==> src/hw/rtl/lcct_pkg.sv <==
package lcct_pkg;

    // Number of tag slots and the widths that follow from it.
    localparam int CACHE_SLOTS = 8;
    localparam int SLOT_W      = (CACHE_SLOTS > 1) ? $clog2(CACHE_SLOTS) : 1;

    // Fixed widths of the word fields.
    localparam int MODE_W     = 2;
    localparam int TAG_W      = 31;
    localparam int SLOT_OUT_W = 3;

    // Command queue between the front and the back.
    localparam int QUEUE_DEPTH = 2;
    localparam int QPTR_W      = (QUEUE_DEPTH > 1) ? $clog2(QUEUE_DEPTH) : 1;
    localparam int QCNT_W      = $clog2(QUEUE_DEPTH + 1);

    // Codes of the mode field.
    localparam logic [MODE_W-1:0] MODE_LOOKUP = 2'd0;
    localparam logic [MODE_W-1:0] MODE_FLUSH  = 2'd1;
    localparam logic [MODE_W-1:0] MODE_CLEAR  = 2'd2;

    typedef enum logic [1:0] {
        OP_LOOKUP = 2'd0,
        OP_FLUSH  = 2'd1,
        OP_CLEAR  = 2'd2
    } op_t;

    typedef struct packed {
        op_t              op;
        logic [TAG_W-1:0] chunk;
        logic             dirty;
    } cmd_t;

    typedef struct packed {
        logic valid;
        cmd_t cmd;
    } cmd_req_t;

endpackage

==> src/hw/rtl/lcct_front.sv <==
module lcct_front
    import lcct_pkg::*;
(
    input  logic              start,
    input  logic [MODE_W-1:0] mode,
    input  logic [TAG_W-1:0]  chunk_id,
    input  logic              marks_dirty,
    input  logic              queue_full,
    output logic              busy,
    output cmd_req_t          push
);

    logic accept;

    assign busy   = queue_full;
    assign accept = start && !queue_full;

    // Classify the incoming word; the unused mode code is dropped here.
    always_comb
    begin
        push.cmd.chunk = chunk_id;
        push.cmd.dirty = marks_dirty;
        unique case (mode)
            MODE_LOOKUP:
            begin
                push.cmd.op = OP_LOOKUP;
                push.valid  = accept;
            end
            MODE_FLUSH:
            begin
                push.cmd.op = OP_FLUSH;
                push.valid  = accept;
            end
            MODE_CLEAR:
            begin
                push.cmd.op = OP_CLEAR;
                push.valid  = accept;
            end
            default:
            begin
                push.cmd.op = OP_LOOKUP;
                push.valid  = 1'b0;
            end
        endcase
    end

endmodule

==> src/hw/rtl/lcct_queue.sv <==
module lcct_queue
    import lcct_pkg::*;
(
    input  logic     clk,
    input  logic     rst_n,
    input  cmd_req_t push,
    input  logic     pop,
    output cmd_req_t head,
    output logic     full
);

    cmd_t              mem_reg [QUEUE_DEPTH];
    logic [QPTR_W-1:0] rd_ptr_reg, rd_ptr_next;
    logic [QPTR_W-1:0] wr_ptr_reg, wr_ptr_next;
    logic [QCNT_W-1:0] count_reg, count_next;
    logic              do_pop;

    assign do_pop     = pop && (count_reg != '0);
    assign full       = (count_reg == QCNT_W'(QUEUE_DEPTH));
    assign head.valid = (count_reg != '0);
    assign head.cmd   = mem_reg[rd_ptr_reg];

    always_comb
    begin
        rd_ptr_next = rd_ptr_reg;
        wr_ptr_next = wr_ptr_reg;
        count_next  = count_reg;
        if (push.valid)
        begin
            wr_ptr_next = (wr_ptr_reg == QPTR_W'(QUEUE_DEPTH - 1)) ? '0 : wr_ptr_reg + 1'b1;
        end
        if (do_pop)
        begin
            rd_ptr_next = (rd_ptr_reg == QPTR_W'(QUEUE_DEPTH - 1)) ? '0 : rd_ptr_reg + 1'b1;
        end
        if (push.valid && !do_pop)
        begin
            count_next = count_reg + 1'b1;
        end
        else if (do_pop && !push.valid)
        begin
            count_next = count_reg - 1'b1;
        end
    end

    always_ff @(posedge clk or negedge rst_n)
    begin
        if (!rst_n)
        begin
            rd_ptr_reg <= '0;
            wr_ptr_reg <= '0;
            count_reg  <= '0;
        end
        else
        begin
            rd_ptr_reg <= rd_ptr_next;
            wr_ptr_reg <= wr_ptr_next;
            count_reg  <= count_next;
        end
    end

    always_ff @(posedge clk)
    begin
        if (push.valid)
        begin
            mem_reg[wr_ptr_reg] <= push.cmd;
        end
    end

endmodule

==> src/hw/rtl/lcct_back.sv <==
module lcct_back
    import lcct_pkg::*;
(
    input  logic                  clk,
    input  logic                  rst_n,
    input  cmd_req_t              head,
    output logic                  pop,
    output logic                  result_valid,
    output logic                  hit,
    output logic [SLOT_OUT_W-1:0] slot,
    output logic                  dropped_valid,
    output logic [TAG_W-1:0]      affected_chunk,
    output logic                  needs_writeback,
    output logic                  last
);

    typedef enum logic [2:0] {
        S_IDLE  = 3'b001,
        S_UPD   = 3'b010,
        S_FLUSH = 3'b100
    } state_t;

    state_t                 state_reg, state_next;

    logic [TAG_W-1:0]       tag_reg [CACHE_SLOTS];
    logic [CACHE_SLOTS-1:0] valid_reg, valid_next;
    logic [CACHE_SLOTS-1:0] dirty_reg, dirty_next;
    logic [SLOT_W-1:0]      rank_reg [CACHE_SLOTS];
    logic [SLOT_W-1:0]      rank_next [CACHE_SLOTS];

    cmd_t                   cmd_reg;
    logic                   hit_reg, hit_next;
    logic                   drop_reg, drop_next;
    logic [SLOT_W-1:0]      target_reg, target_next;

    logic                   res_valid_reg, res_valid_next;
    logic                   res_hit_reg, res_hit_next;
    logic [SLOT_OUT_W-1:0]  res_slot_reg, res_slot_next;
    logic                   res_drop_reg, res_drop_next;
    logic [TAG_W-1:0]       res_chunk_reg, res_chunk_next;
    logic                   res_wb_reg, res_wb_next;
    logic                   res_last_reg, res_last_next;

    // Lookup classification of the queue head.
    logic                   found_any, free_any, victim_any;
    logic [SLOT_W-1:0]      found_idx, free_idx, victim_idx, victim_rank;

    // Flush walk: lowest dirty valid entry.
    logic [CACHE_SLOTS-1:0] dirty_vec, dirty_rest;
    logic                   flush_any;
    logic [SLOT_W-1:0]      flush_idx;

    logic [SLOT_W-1:0]      rd_idx;
    logic [TAG_W-1:0]       rd_tag;
    logic [SLOT_W-1:0]      target_rank;

    // The tag store has a single muxed read point besides the compare.
    assign rd_idx      = (state_reg == S_UPD) ? target_reg : flush_idx;
    assign rd_tag      = tag_reg[rd_idx];
    assign target_rank = rank_reg[target_reg];

    always_comb
    begin
        found_any   = 1'b0;
        free_any    = 1'b0;
        victim_any  = 1'b0;
        found_idx   = '0;
        free_idx    = '0;
        victim_idx  = '0;
        victim_rank = '0;
        for (int i = 0; i < CACHE_SLOTS; i++)
        begin
            if (valid_reg[i])
            begin
                if (!found_any && (tag_reg[i] == head.cmd.chunk))
                begin
                    found_any = 1'b1;
                    found_idx = SLOT_W'(i);
                end
                if (!victim_any || (rank_reg[i] > victim_rank))
                begin
                    victim_any  = 1'b1;
                    victim_idx  = SLOT_W'(i);
                    victim_rank = rank_reg[i];
                end
            end
            else if (!free_any)
            begin
                free_any = 1'b1;
                free_idx = SLOT_W'(i);
            end
        end
    end

    always_comb
    begin
        dirty_vec  = valid_reg & dirty_reg;
        flush_any  = 1'b0;
        flush_idx  = '0;
        dirty_rest = '0;
        for (int i = 0; i < CACHE_SLOTS; i++)
        begin
            if (flush_any)
            begin
                dirty_rest[i] = dirty_vec[i];
            end
            else if (dirty_vec[i])
            begin
                flush_any = 1'b1;
                flush_idx = SLOT_W'(i);
            end
        end
    end

    always_comb
    begin
        state_next     = state_reg;
        valid_next     = valid_reg;
        dirty_next     = dirty_reg;
        rank_next      = rank_reg;
        hit_next       = hit_reg;
        drop_next      = drop_reg;
        target_next    = target_reg;
        pop            = 1'b0;
        res_valid_next = 1'b0;
        res_hit_next   = 1'b0;
        res_slot_next  = res_slot_reg;
        res_drop_next  = 1'b0;
        res_chunk_next = res_chunk_reg;
        res_wb_next    = 1'b0;
        res_last_next  = 1'b0;
        unique case (state_reg)
            S_IDLE:
            begin
                if (head.valid)
                begin
                    pop = 1'b1;
                    unique case (head.cmd.op)
                        OP_LOOKUP:
                        begin
                            state_next = S_UPD;
                            hit_next   = found_any;
                            drop_next  = !found_any && !free_any;
                            priority if (found_any)
                            begin
                                target_next = found_idx;
                            end
                            else if (free_any)
                            begin
                                target_next = free_idx;
                            end
                            else
                            begin
                                target_next = victim_idx;
                            end
                        end
                        OP_FLUSH:
                        begin
                            state_next = S_FLUSH;
                        end
                        OP_CLEAR:
                        begin
                            valid_next = '0;
                            dirty_next = '0;
                            for (int i = 0; i < CACHE_SLOTS; i++)
                            begin
                                rank_next[i] = '0;
                            end
                        end
                        default:
                        begin
                            state_next = S_IDLE;
                        end
                    endcase
                end
            end
            S_UPD:
            begin
                state_next = S_IDLE;
                for (int i = 0; i < CACHE_SLOTS; i++)
                begin
                    if ((SLOT_W'(i) != target_reg) && valid_reg[i]
                        && (!hit_reg || (rank_reg[i] < target_rank)))
                    begin
                        rank_next[i] = rank_reg[i] + 1'b1;
                    end
                end
                rank_next[target_reg] = '0;
                valid_next[target_reg] = 1'b1;
                dirty_next[target_reg] = hit_reg ? (dirty_reg[target_reg] | cmd_reg.dirty)
                                                 : cmd_reg.dirty;
                res_valid_next = 1'b1;
                res_hit_next   = hit_reg;
                res_slot_next  = SLOT_OUT_W'(target_reg);
                res_drop_next  = drop_reg;
                res_chunk_next = drop_reg ? rd_tag : '0;
                res_wb_next    = drop_reg && dirty_reg[target_reg];
                res_last_next  = 1'b1;
            end
            S_FLUSH:
            begin
                if (flush_any)
                begin
                    dirty_next[flush_idx] = 1'b0;
                    res_valid_next = 1'b1;
                    res_slot_next  = SLOT_OUT_W'(flush_idx);
                    res_chunk_next = rd_tag;
                    res_wb_next    = 1'b1;
                    res_last_next  = (dirty_rest == '0);
                    if (dirty_rest == '0)
                    begin
                        state_next = S_IDLE;
                    end
                end
                else
                begin
                    state_next = S_IDLE;
                end
            end
            default:
            begin
                state_next = S_IDLE;
            end
        endcase
    end

    always_ff @(posedge clk or negedge rst_n)
    begin
        if (!rst_n)
        begin
            state_reg     <= S_IDLE;
            valid_reg     <= '0;
            dirty_reg     <= '0;
            res_valid_reg <= 1'b0;
            for (int i = 0; i < CACHE_SLOTS; i++)
            begin
                rank_reg[i] <= '0;
            end
        end
        else
        begin
            state_reg     <= state_next;
            valid_reg     <= valid_next;
            dirty_reg     <= dirty_next;
            res_valid_reg <= res_valid_next;
            rank_reg      <= rank_next;
        end
    end

    always_ff @(posedge clk)
    begin
        if (pop)
        begin
            cmd_reg <= head.cmd;
        end
        if ((state_reg == S_UPD) && !hit_reg)
        begin
            tag_reg[target_reg] <= cmd_reg.chunk;
        end
        hit_reg       <= hit_next;
        drop_reg      <= drop_next;
        target_reg    <= target_next;
        res_hit_reg   <= res_hit_next;
        res_slot_reg  <= res_slot_next;
        res_drop_reg  <= res_drop_next;
        res_chunk_reg <= res_chunk_next;
        res_wb_reg    <= res_wb_next;
        res_last_reg  <= res_last_next;
    end

    assign result_valid    = res_valid_reg;
    assign hit             = res_hit_reg;
    assign slot            = res_slot_reg;
    assign dropped_valid   = res_drop_reg;
    assign affected_chunk  = res_chunk_reg;
    assign needs_writeback = res_wb_reg;
    assign last            = res_last_reg;

endmodule

==> src/hw/rtl/lru_chunk_cache_tags.sv <==
// Tag store for numbered chunks: eight fully associative slots with strict
// least-recently-used replacement and dirty marks. A word is taken at a rising
// edge where start is high and busy is low; busy is high only while the
// two-entry command queue is full, so up to two words may wait behind the one
// in progress. Results come out at most one per cycle on result_valid, held for
// that single cycle only; the receiver cannot stall the block and must take
// each result when it is shown. A lookup is carried out in the execution stage
// by classifying against all slots and then updating and reporting, and returns
// one result with last set. A flush returns one write-back result per dirty
// entry in ascending slot order with last on the final one; with no dirty
// entry it returns nothing. A clear returns nothing. Mode three is discarded
// at the input and never reaches the queue. Results always appear in the
// order the words were accepted, and the execution stage is what sets the
// throughput: it takes no new word from the queue until the last is done.
module lru_chunk_cache_tags
    import lcct_pkg::*;
(
    input  logic                  clk,
    input  logic                  rst_n,
    input  logic                  start,
    output logic                  busy,
    input  logic [MODE_W-1:0]     mode,
    input  logic [TAG_W-1:0]      chunk_id,
    input  logic                  marks_dirty,
    output logic                  result_valid,
    output logic                  hit,
    output logic [SLOT_OUT_W-1:0] slot,
    output logic                  dropped_valid,
    output logic [TAG_W-1:0]      affected_chunk,
    output logic                  needs_writeback,
    output logic                  last
);

    cmd_req_t push;
    cmd_req_t head;
    logic     queue_full;
    logic     pop;

    // The front classifies accepted words and drops the unused mode.
    lcct_front u_front (
        .start       (start),
        .mode        (mode),
        .chunk_id    (chunk_id),
        .marks_dirty (marks_dirty),
        .queue_full  (queue_full),
        .busy        (busy),
        .push        (push)
    );

    // A short queue decouples acceptance from execution.
    lcct_queue u_queue (
        .clk   (clk),
        .rst_n (rst_n),
        .push  (push),
        .pop   (pop),
        .head  (head),
        .full  (queue_full)
    );

    // The back holds the tag state and carries out each command in order.
    lcct_back u_back (
        .clk             (clk),
        .rst_n           (rst_n),
        .head            (head),
        .pop             (pop),
        .result_valid    (result_valid),
        .hit             (hit),
        .slot            (slot),
        .dropped_valid   (dropped_valid),
        .affected_chunk  (affected_chunk),
        .needs_writeback (needs_writeback),
        .last            (last)
    );

    // A popped lookup passes through S_UPD; its single result is registered.
    assert property (@(posedge clk) disable iff (!rst_n)
        (pop && head.cmd.op == OP_LOOKUP) |-> ##2 (result_valid && last))
    else $error("lookup result missing or not marked last");

    // A clear produces no result after it executes.
    assert property (@(posedge clk) disable iff (!rst_n)
        (pop && head.cmd.op == OP_CLEAR) |=> (!result_valid ##1 !result_valid))
    else $error("clear produced a result");

    // A hit never evicts and never asks for a write-back.
    assert property (@(posedge clk) disable iff (!rst_n)
        (result_valid && hit) |-> (!dropped_valid && !needs_writeback))
    else $error("hit reported with eviction or write-back");

endmodule

==> config.mk <==
export PLATFORM = sky130hd
export DESIGN_NAME = lru_chunk_cache_tags
export DESIGN_NICKNAME = d
export VERILOG_FILES = /design/src/hw/rtl/lcct_pkg.sv /design/src/hw/rtl/lcct_front.sv /design/src/hw/rtl/lcct_queue.sv /design/src/hw/rtl/lcct_back.sv /design/src/hw/rtl/lru_chunk_cache_tags.sv
export SDC_FILE = /design/constraint.sdc
export NUM_CORES = 1
export LEC_CHECK = 0
export BUFFER_PORTS_ARGS = -buffer_cell sky130_fd_sc_hd__buf_2
export CORE_MARGIN = 2
export CORE_UTILIZATION = 50
export CTS_CLUSTER_SIZE = 30
export DETAILED_ROUTE_END_ITERATION = 10
export GPL_TIMING_DRIVEN = 1
export HOLD_SLACK_MARGIN = 0.03
export PLACE_DENSITY = 0.69
export SYNTH_ARGS = -nofsm -noshare
export SYNTH_HDL_FRONTEND = slang
export SYNTH_SLANG_ARGS = --single-unit
==> constraint.sdc <==
create_clock -name clk -period 9.3 [get_ports clk]
set_clock_uncertainty 0.1 [all_clocks]
set_input_delay 1.395 -clock clk [delete_from_list [all_inputs] [get_ports clk]]
set_output_delay 1.395 -clock clk [all_outputs]
set_load 0.05 [all_outputs]
==> results_dict.tcl, run 1 <==
set metrics [dict create \
    status "complete, no violations" \
    cts_sinks 439 \
    swShare 0.356 \
    synth_cell_types 59 \
    synth-compound-area-share 0.0916 \
    netlist_instances 1622 \
    yosysSeqAreaShare 0.595 \
    core-area_mm2 0.0429 \
    synth_edf_count 387 \
    finalPower_mw 6.60 \
    drtAntennaViolNets 0 \
    synth_seq_cells 439 \
    dp.cells 2248 \
    drc 0 \
    grt_pass1_wl_um 92500 \
    finalCriticalPeriod_ns 9.02 \
    slew_viol_final 0 \
    drive_gt1_frac 0.213 \
    muxShareOfSynthArea 0.0829 \
    final.period_utilization 0.970 \
    nNetsFinal 1811 \
    rows 76 \
    vias 14500 \
    die_x_um 212 \
    wirelength_um 62700 \
    grt_max_degree 65 \
    ys.flop_type "edfxtp_1" \
    grt_pass1_vias 14300 \
    min_path_type "reg -> reg" \
    yosys.area_share.simple 0.0788 \
    pwr-share-clk 0.264 \
    timing.final.setup_violations 0 \
    tightest_slew_ns 1.13 \
    cp_data_arrival_time_ns 9.27 \
    crit_fanout 7 \
    largest_reg_flops 248 \
    ios 77 \
    synth_top_area_cell "edfxtp_1" \
    cp_slowest_cell "dfrtp_1" \
    firstDrtPassIters 7 \
    clock_path_buffers 3 \
    synthXorXnorAreaFrac 0.102 \
    hold_viol 0 \
    die_area_mm2 0.0450 \
    start_util 0.505 \
    holdWs_ns 0.399 \
    ys_top_cells_by_area "edfxtp_1 (54%), xnor2_1 (7.8%), dfrtp_1 (5.4%)" \
    timing.fmax_mhz 111 \
    power_density_mw_per_mm2 268 \
    root_buffer "clkbuf_16" \
    synth_common_cells "edfxtp_1 (387), xnor2_1 (194), nand2_1 (174)" \
    fillers 3459 \
    ys_warn_count 0 \
    p_int_mw 4.25 \
    gp_congestion 0.966 \
    p_sw_mw 2.35 \
    path_class "reg -> reg" \
    slowest_delay_ns 0.44 \
    antenna_found_initial 0 \
    cts_max_level 2 \
    clk_pin_slew_ns 0.06 \
    syn-cell-area_mm2 0.0217 \
    finalSetupTns_ns 0 \
    die_h_um 212 \
    syn_nets 1705 \
    grt_usage 0.281 \
    maxCapViolCount 0 \
    relSlewSlack 0.246 \
    synth_top_family_by_area "XOR/XNOR gates" \
    dp.final_hpwl_um 40700 \
    clk_latency_ns 0.60 \
    start_kind "flip-flop" \
    cts_tree "built" \
    p_leak_nw 8.28 \
    holdBufCountCts 0 \
    cts_buffers 47 \
    wl_per_cell_um 26.7 \
    synthToLayoutAreaGrowth_pct 13.5 \
    synth_top_area_frac 0.536 \
    via_per_inst 6.18 \
    synth_adder_area_share 0.0266 \
    layoutNonFillerInstCount 2349 \
    synth_most_common_cell "edfxtp_1" \
    synth_area_per_cell_um2 13.4 \
    async_reset_ff_frac 0.109 \
    comb_power_share 0.296 \
    ir_worst_vdd_mv 0.171 \
    cp_common_cell "ha_1" \
    cp-end-kind "flip-flop" \
    drt_iter0_markers 1673 \
    p_seq_frac 0.440 \
    required_ns 9.54 \
    grt-ovfl-total 0 \
    io_buffers 76 \
]
==> cells in the final DEF, fill, tap and decap left out, types with 5 or more instances in the layout <==
cell type	n
nor2b_1	7
nand4_1	28
mux2i_4	33
dfrtp_1	45
a32o_1	8
edfxtp_1	387
nor3_1	5
inv_1	54
mux4_2	8
mux2i_1	7
ha_4	8
clkbuf_16	48
a31o_2	31
nand2_2	5
o31ai_1	6
xnor2_1	194
nor2_1	26
buf_4	43
and2_1	9
o21ai_0	39
clkinv_1	12
nand2_1	169
nor4_1	50
a31oi_1	20
nand3_1	9
buf_2	76
mux2_2	65
nor2_4	9
clkbuf_1	11
nand2b_1	6
a21oi_1	67
o211ai_1	12
mux2_4	5
o221ai_1	63
clkinv_2	6
ha_1	38
xor2_1	59
and3_1	7
==> final cells by class <==
type                       instances  area [um^2]  area share
timing repair buffer             121          726      0.0295
clock inverter                    24          159     0.00646
antenna                            1         2.50    0.000102
sequential                       439        12900       0.525
tap                              585          732      0.0297
clock buffer                      60         1260      0.0510
multi-input combinational       1064         8610       0.350
inverter                          55          209     0.00849
==> routing by layer <==
metal | wire length (um) | up-vias | share of wire | global-route usage
li1 | - | 6357 | - | -
met1 | 24400 | 7254 | 0.39 | 0.365
met2 | 30000 | 755 | 0.48 | 0.463
met3 | 5280 | 150 | 0.084 | 0.0464
met4 | 2980 | 0 | 0.048 | 0.134
met5 | 0 | - | 0 | 0
==> worst paths after layout <==
| check | startpoint | to | slack, ns | cells after the start |
|---|---|---|---|---|
| setup / recovery | u_back.valid_reg[0]$_DFFE_PN0P_ | u_back.target_reg[1]$_DFFE_PP_ | 0.28 | 49 |
| hold reg to reg | u_queue.count_reg[1]$_DFFE_PN0P_ | u_queue.count_reg[1]$_DFFE_PN0P_ | 0.40 | 1 |
| setup reg to reg | u_back.valid_reg[0]$_DFFE_PN0P_ | u_back.target_reg[1]$_DFFE_PP_ | 0.28 | 49 |
| hold / removal | u_queue.count_reg[1]$_DFFE_PN0P_ | u_queue.count_reg[1]$_DFFE_PN0P_ | 0.40 | 1 |
| min in group asynchronous | rst_n | u_back.result_valid$_DFF_PN0_ | 0.81 | 2 |
| max in group asynchronous | rst_n | u_back.rank_reg[22]$_DFFE_PN0P_ | 7.78 | 2 |
==> worst max-delay path, delay by kind of cell, from the launching register on <==
family                     cells  cell delay, ns
AOI/OAI and AO/OA             20            3.04
adders and majority gates      7            1.70
and+or+nand+nor               12            1.46
muxes                          4            1.27
buffers and inverters          6            0.78
DFF                            1            0.44
==> power groups by stage <==
stage                     combinational [mW]  clock, mW  sequential [mW]
after floorplan                         1.29          0             2.82
after global placement                  1.86          0             2.92
after detailed placement                1.88          0             2.94
after CTS                               1.89       1.77             2.90
after global routing                    2.06       1.84             2.94
final                                   1.95       1.74             2.91
==> per-stage QoR <==
step	worst slack [ns]	util	cell area [um^2]
global placement	0.0702	0.533	22800
finish	0.278	0.574	24600
detailed placement	-0.328	0.533	22800
floorplan	0.190	-	21700
global route	-0.165	0.574	24600
CTS	0.0630	0.567	24300
==> repair_timing <==
item                       CTS  global route
setup endpoints to repair    3             3
pin swaps                    1            23
gates resized for setup      7            36
setup buffers                2            14
==> cell families after synthesis <==
logic type | Yosys count
AOI/OAI and AO/OA | 286
buffers and inverters | 119
adders and majority gates | 46
muxes | 122
and+or+nand+nor | 357
xor gates and xnor gates | 253
DFF | 439
No activity file was read; power rests on OpenSTA's default activity.
==> inputs of run 2 (changes only) <==
--- a/config.mk
+++ b/config.mk
@@ -6,7 +6,6 @@
 export NUM_CORES = 1
 export LEC_CHECK = 0
 export BUFFER_PORTS_ARGS = -buffer_cell sky130_fd_sc_hd__buf_2
-export CORE_MARGIN = 2
 export CORE_UTILIZATION = 50
 export CTS_CLUSTER_SIZE = 30
 export DETAILED_ROUTE_END_ITERATION = 10
==> run 2 against run 1 <==
Net effect: critical endpoint unchanged; clock-buffer cell count fell by 1; die area fell by 1.9%; clock power barely moved.
==> results_dict.tcl, run 2 (synthesis gave the netlist of run 1 again) <==
set metrics [dict create \
    hp-start "u_queue.count_reg[1]$_DFFE_PN0P_" \
    critPathBufInv 5 \
    r2r-start "u_back.valid_reg[0]$_DFFE_PN0P_" \
    die_area_mm2 0.0442 \
    grt_usage 0.286 \
    required_ns 9.54 \
    nNetsFinal 1808 \
    grt-ovfl-total 0 \
    clock_path_buffers 3 \
    io_buffers 76 \
    p_leak_nw 8.22 \
    rows 75 \
    final.period_utilization 0.959 \
    antenna_found_initial 1 \
    start_util 0.512 \
    cp_common_cell "ha_1" \
    finalCriticalPeriod_ns 8.92 \
    core-area_mm2 0.0423 \
    cp-end-kind "flip-flop" \
    timing.final.setup_violations 0 \
    wl_per_cell_um 26.9 \
    clk_latency_ns 0.58 \
    vias 14600 \
    synthToLayoutAreaGrowth_pct 13.0 \
    die_h_um 210 \
    slew_viol_final 0 \
    min_path_cells 1 \
    slowest_delay_ns 0.44 \
    tightest_slew_ns 1.06 \
    dp.final_hpwl_um 40400 \
    regToRegSetupSlack_ns 0.38 \
    grt_pass1_wl_um 92400 \
    min_to "u_queue.count_reg[1]$_DFFE_PN0P_" \
    cts_max_level 2 \
    holdWs_ns 0.407 \
    cp.depth 46 \
    path_class "reg -> reg" \
    drive_gt1_frac 0.209 \
    drt_iter0_markers 1541 \
    cts_buffers 47 \
    r2r_cells 46 \
    cts_sinks 439 \
    timing.fmax_mhz 112 \
    grt_pass1_vias 14100 \
    ios 77 \
    die_x_um 210 \
    root_buffer "clkbuf_16" \
    hold_viol 0 \
    crit_fanout 5 \
    r2r_end "u_back.target_reg[1]$_DFFE_PP_" \
    cts_tree "built" \
    gp_congestion 0.935 \
    status "complete, no violations" \
    crit_family "compound AO/OA/AOI/OAI gates" \
    cp_data_arrival_time_ns 9.15 \
    ir_worst_vdd_mv 0.189 \
    fin_ws_ns 0.381 \
    largest_reg_flops 248 \
    holdBufCountCts 0 \
    via_per_inst 6.24 \
    drc 0 \
    grt_max_degree 64 \
    fin_util 0.578 \
    maxCapViolCount 0 \
    drtAntennaViolNets 0 \
    final_common_cell "edfxtp_1" \
    cp_slowest_cell "dfrtp_1" \
    relSlewSlack 0.286 \
    clk_pin_slew_ns 0.06 \
    wirelength_um 62800 \
    power_density_mw_per_mm2 269 \
    start_kind "flip-flop" \
    min_path_type "reg -> reg" \
    final_cell_mix "edfxtp_1 (387), xnor2_1 (194), nand2_1 (169)" \
    firstDrtPassIters 5 \
    place_ws_ns -0.202 \
]
[run 2: cell type report]
class                      instances  area (um^2)
fill                            3360        17800
sequential                       439        12900
multi-input combinational       1065         8570
clock buffer                      59         1220
tap                              577          722
timing repair buffer             117          692
inverter                          55          206
clock inverter                    22          163
antenna                            1         2.50
[run 2: layer usage]
| metal | global-route usage | wire length, um |
|---|---|---|
| met2 | 0.460 | 29500 |
| met3 | 0.0514 | 5260 |
| met4 | 0.117 | 2730 |
| met1 | 0.385 | 25300 |
| met5 | 0 | 12 |
[run 2: worst max path at each step]
stage / startpoint / endpoint / slack [ns]
after floorplan: u_back.valid_reg[0]$_DFFE_PN0P_ / u_back.target_reg[1]$_DFFE_PP_ / 0.19
after global placement: u_back.rank_reg[23]$_DFFE_PN0P_ / u_back.target_reg[1]$_DFFE_PP_ / 0.23
after detailed placement: u_back.rank_reg[23]$_DFFE_PN0P_ / u_back.target_reg[1]$_DFFE_PP_ / -0.20
after CTS: u_back.rank_reg[23]$_DFFE_PN0P_ / u_back.target_reg[1]$_DFFE_PP_ / 0.01
after global routing: u_back.valid_reg[0]$_DFFE_PN0P_ / u_back.target_reg[1]$_DFFE_PP_ / -0.12
final: u_back.valid_reg[0]$_DFFE_PN0P_ / u_back.target_reg[1]$_DFFE_PP_ / 0.38
[run 2: timing repair]
| action | 4_1_cts | 5_1_grt |
|---|---|---|
| setup endpoints to repair | 2 | 3 |
| resized for setup | 3 | 29 |
| pin swaps | 1 | 12 |
| setup buffers | 1 | 14 |
| gates cloned | 0 | 1 |
[run 2: per-stage QoR]
step                      total power, mW  cell area, um^2  setup TNS (ns)  std cells
after floorplan                      4.11            21700               0       1622
after global placement               4.77            22800               0       2237
after detailed placement             4.80            22800          -0.272       2237
after CTS                            6.54            24200               0       2319
after global routing                 6.80            24500          -0.117       2334
final                                6.58            24500               0       2335
[run 2: power by group]
part / switching, mW / total [mW] / internal, mW
clock network: 0.753 / 1.73 / 0.981
logic: 1.26 / 1.95 / 0.684
registers: 0.308 / 2.90 / 2.59
total: 2.32 / 6.58 / 4.26
==> inputs of run 3 (changes only) <==
--- a/config.mk
+++ b/config.mk
@@ -5,7 +5,7 @@
 export SDC_FILE = /design/constraint.sdc
 export NUM_CORES = 1
 export LEC_CHECK = 0
-export BUFFER_PORTS_ARGS = -buffer_cell sky130_fd_sc_hd__buf_2
+export BUFFER_PORTS_ARGS = -buffer_cell sky130_fd_sc_hd__clkbuf_2
 export CORE_UTILIZATION = 50
 export CTS_CLUSTER_SIZE = 30
 export DETAILED_ROUTE_END_ITERATION = 10
==> run 3 against run 2 <==
Net effect: worst hold slack better by 0.020 ns; combinational power about the same; via count down 0.36%; global-route usage down 0.093 points; utilization up 0.27 points; sequential cell count unchanged; sequential share of layout area down 0.24 points; clock power up 6%; clock-buffer cell count down 6; fmax down 1.6%; non-clock buffer count up 2; critical path type unchanged; critical endpoint unchanged.
==> results_dict.tcl, run 3 (synthesis gave the netlist of run 1 again) <==
set metrics [dict create \
    status "complete, no violations" \
    multiInputGateArea_mm2 0.00857 \
    vias 14500 \
    regToRegSetupSlack_ns 0.23 \
    crit_fanout 7 \
    root_buffer "clkbuf_16" \
    timing.fmax_mhz 110 \
    layoutNonFillerInstCount 2334 \
    register_area_mm2 0.0129 \
    nNetsFinal 1807 \
    drive_gt1_frac 0.211 \
    start_kind "flip-flop" \
    gp_congestion 0.929 \
    drc 0 \
    final_cell_mix "edfxtp_1 (387), xnor2_1 (194), nand2_1 (170)" \
    maxCapViolCount 0 \
    drt_iter0_markers 1514 \
    cts_buffers 45 \
    ios 77 \
    wl_per_cell_um 27.0 \
    grt_usage 0.285 \
    dp.cells 2237 \
    hold_viol 0 \
    wirelength_um 63000 \
    cts_sinks 439 \
    relSlewSlack 0.234 \
    grt-ovfl-total 0 \
    cts_max_level 2 \
    clk_pin_slew_ns 0.06 \
    final_common_cell "edfxtp_1" \
    die_area_mm2 0.0442 \
    start_util 0.512 \
    core-area_mm2 0.0423 \
    dp.final_hpwl_um 40500 \
    grt_pass1_wl_um 91500 \
    required_ns 9.52 \
    rows 75 \
    cp_common_cell "ha_1" \
    ir_worst_vdd_mv 0.198 \
    cp_slowest_cell "dfrtp_1" \
    tightest_slew_ns 1.12 \
    cts_tree "built" \
    antenna_found_initial 1 \
    cp_data_arrival_time_ns 9.29 \
    largest_reg_flops 248 \
    p_leak_nw 8.29 \
    slowest_delay_ns 0.41 \
    via_per_inst 6.22 \
    io_buffers 76 \
    min_path_type "reg -> reg" \
    grt_pass1_vias 14000 \
    fillers 3328 \
    synthToLayoutAreaGrowth_pct 13.5 \
    path_class "reg -> reg" \
    die_x_um 210 \
    grt_max_degree 64 \
    fin_util 0.581 \
    firstDrtPassIters 5 \
    power_density_mw_per_mm2 272 \
    final.period_utilization 0.975 \
    cp-end-kind "flip-flop" \
    slew_viol_final 0 \
    die_h_um 210 \
    finalCriticalPeriod_ns 9.07 \
    clock_path_buffers 3 \
    timing.final.setup_violations 0 \
    drtAntennaViolNets 0 \
    clk_latency_ns 0.59 \
    finalSetupTns_ns 0 \
]
[run 3: changes by cell type in the layout (fill, tap and decap cells not counted), sizes merged]
cell | before | now
buf | 117 | 43
bufinv | 2 | 6
clkbuf | 59 | 129
nand3 | 13 | 12
[run 3: cell type report]
class                           count  share of cell area
Antenna cell                        1            0.000102
Clock buffer                       53              0.0470
Clock inverter                     26              0.0130
Inverter                           55             0.00839
Multi-Input combinational cell   1064               0.348
Sequential cell                   439               0.525
Tap cell                          577              0.0294
Timing Repair Buffer              119              0.0289
[run 3: path summary, 6_finish.rpt]
path,startpoint,end,cells after the start
worst max-delay path,u_back.valid_reg[0]$_DFFE_PN0P_,u_back.target_reg[1]$_DFFE_PP_,48
worst min-delay path,u_queue.count_reg[1]$_DFFE_PN0P_,u_queue.count_reg[1]$_DFFE_PN0P_,1
worst max register to register,u_back.valid_reg[0]$_DFFE_PN0P_,u_back.target_reg[1]$_DFFE_PP_,48
worst min register to register,u_queue.count_reg[1]$_DFFE_PN0P_,u_queue.count_reg[1]$_DFFE_PN0P_,1
max in group asynchronous,rst_n,u_queue.rd_ptr_reg$_DFFE_PN0P_,2
min in group asynchronous,rst_n,u_back.result_valid$_DFF_PN0_,2
[run 3: metrics by stage]
stage                     total power, mW  hold slack [ns]  setup slack [ns]  area (um^2)
after detailed placement             4.82            0.418            -0.182        22800
after CTS                            6.64            0.430            0.0475        24300
after global placement               4.77            0.384             0.231        22800
final                                6.69            0.427             0.232        24600
after floorplan                      4.11            0.360             0.190        21700
after global routing                 6.91            0.435            -0.151        24600
[run 3: routing by layer]
layer | GRT usage | share of wire | up-vias
met1 | 0.380 | 0.40 | 7252
met5 | 0 | 0 | -
met2 | 0.449 | 0.46 | 725
met4 | 0.139 | 0.052 | 0
li1 | - | - | 6371
met3 | 0.0539 | 0.086 | 159
[run 3: timing repair]
action	in CTS	in global routing
resized for setup	4	31
hold buffers	0	0
buffers inserted	0	17
pin swaps	0	13
endpoints found under the setup margin	2	3
[run 3: power by group]
part / internal, mW / switching [mW] / total (mW)
Sequential: 2.59 / 0.304 / 2.90
Combinational: 0.686 / 1.27 / 1.96
Clock: 1.06 / 0.771 / 1.83
Total: 4.34 / 2.35 / 6.69
[run 3: critical path, delay by kind of cell, from the launching register on]
kind	cells	cell delay, ns
compound gates	20	3.11
fa+ha+maj	7	1.97
simple gates	12	1.51
mux	4	1.15
buf+inv	5	0.53
flops	1	0.41
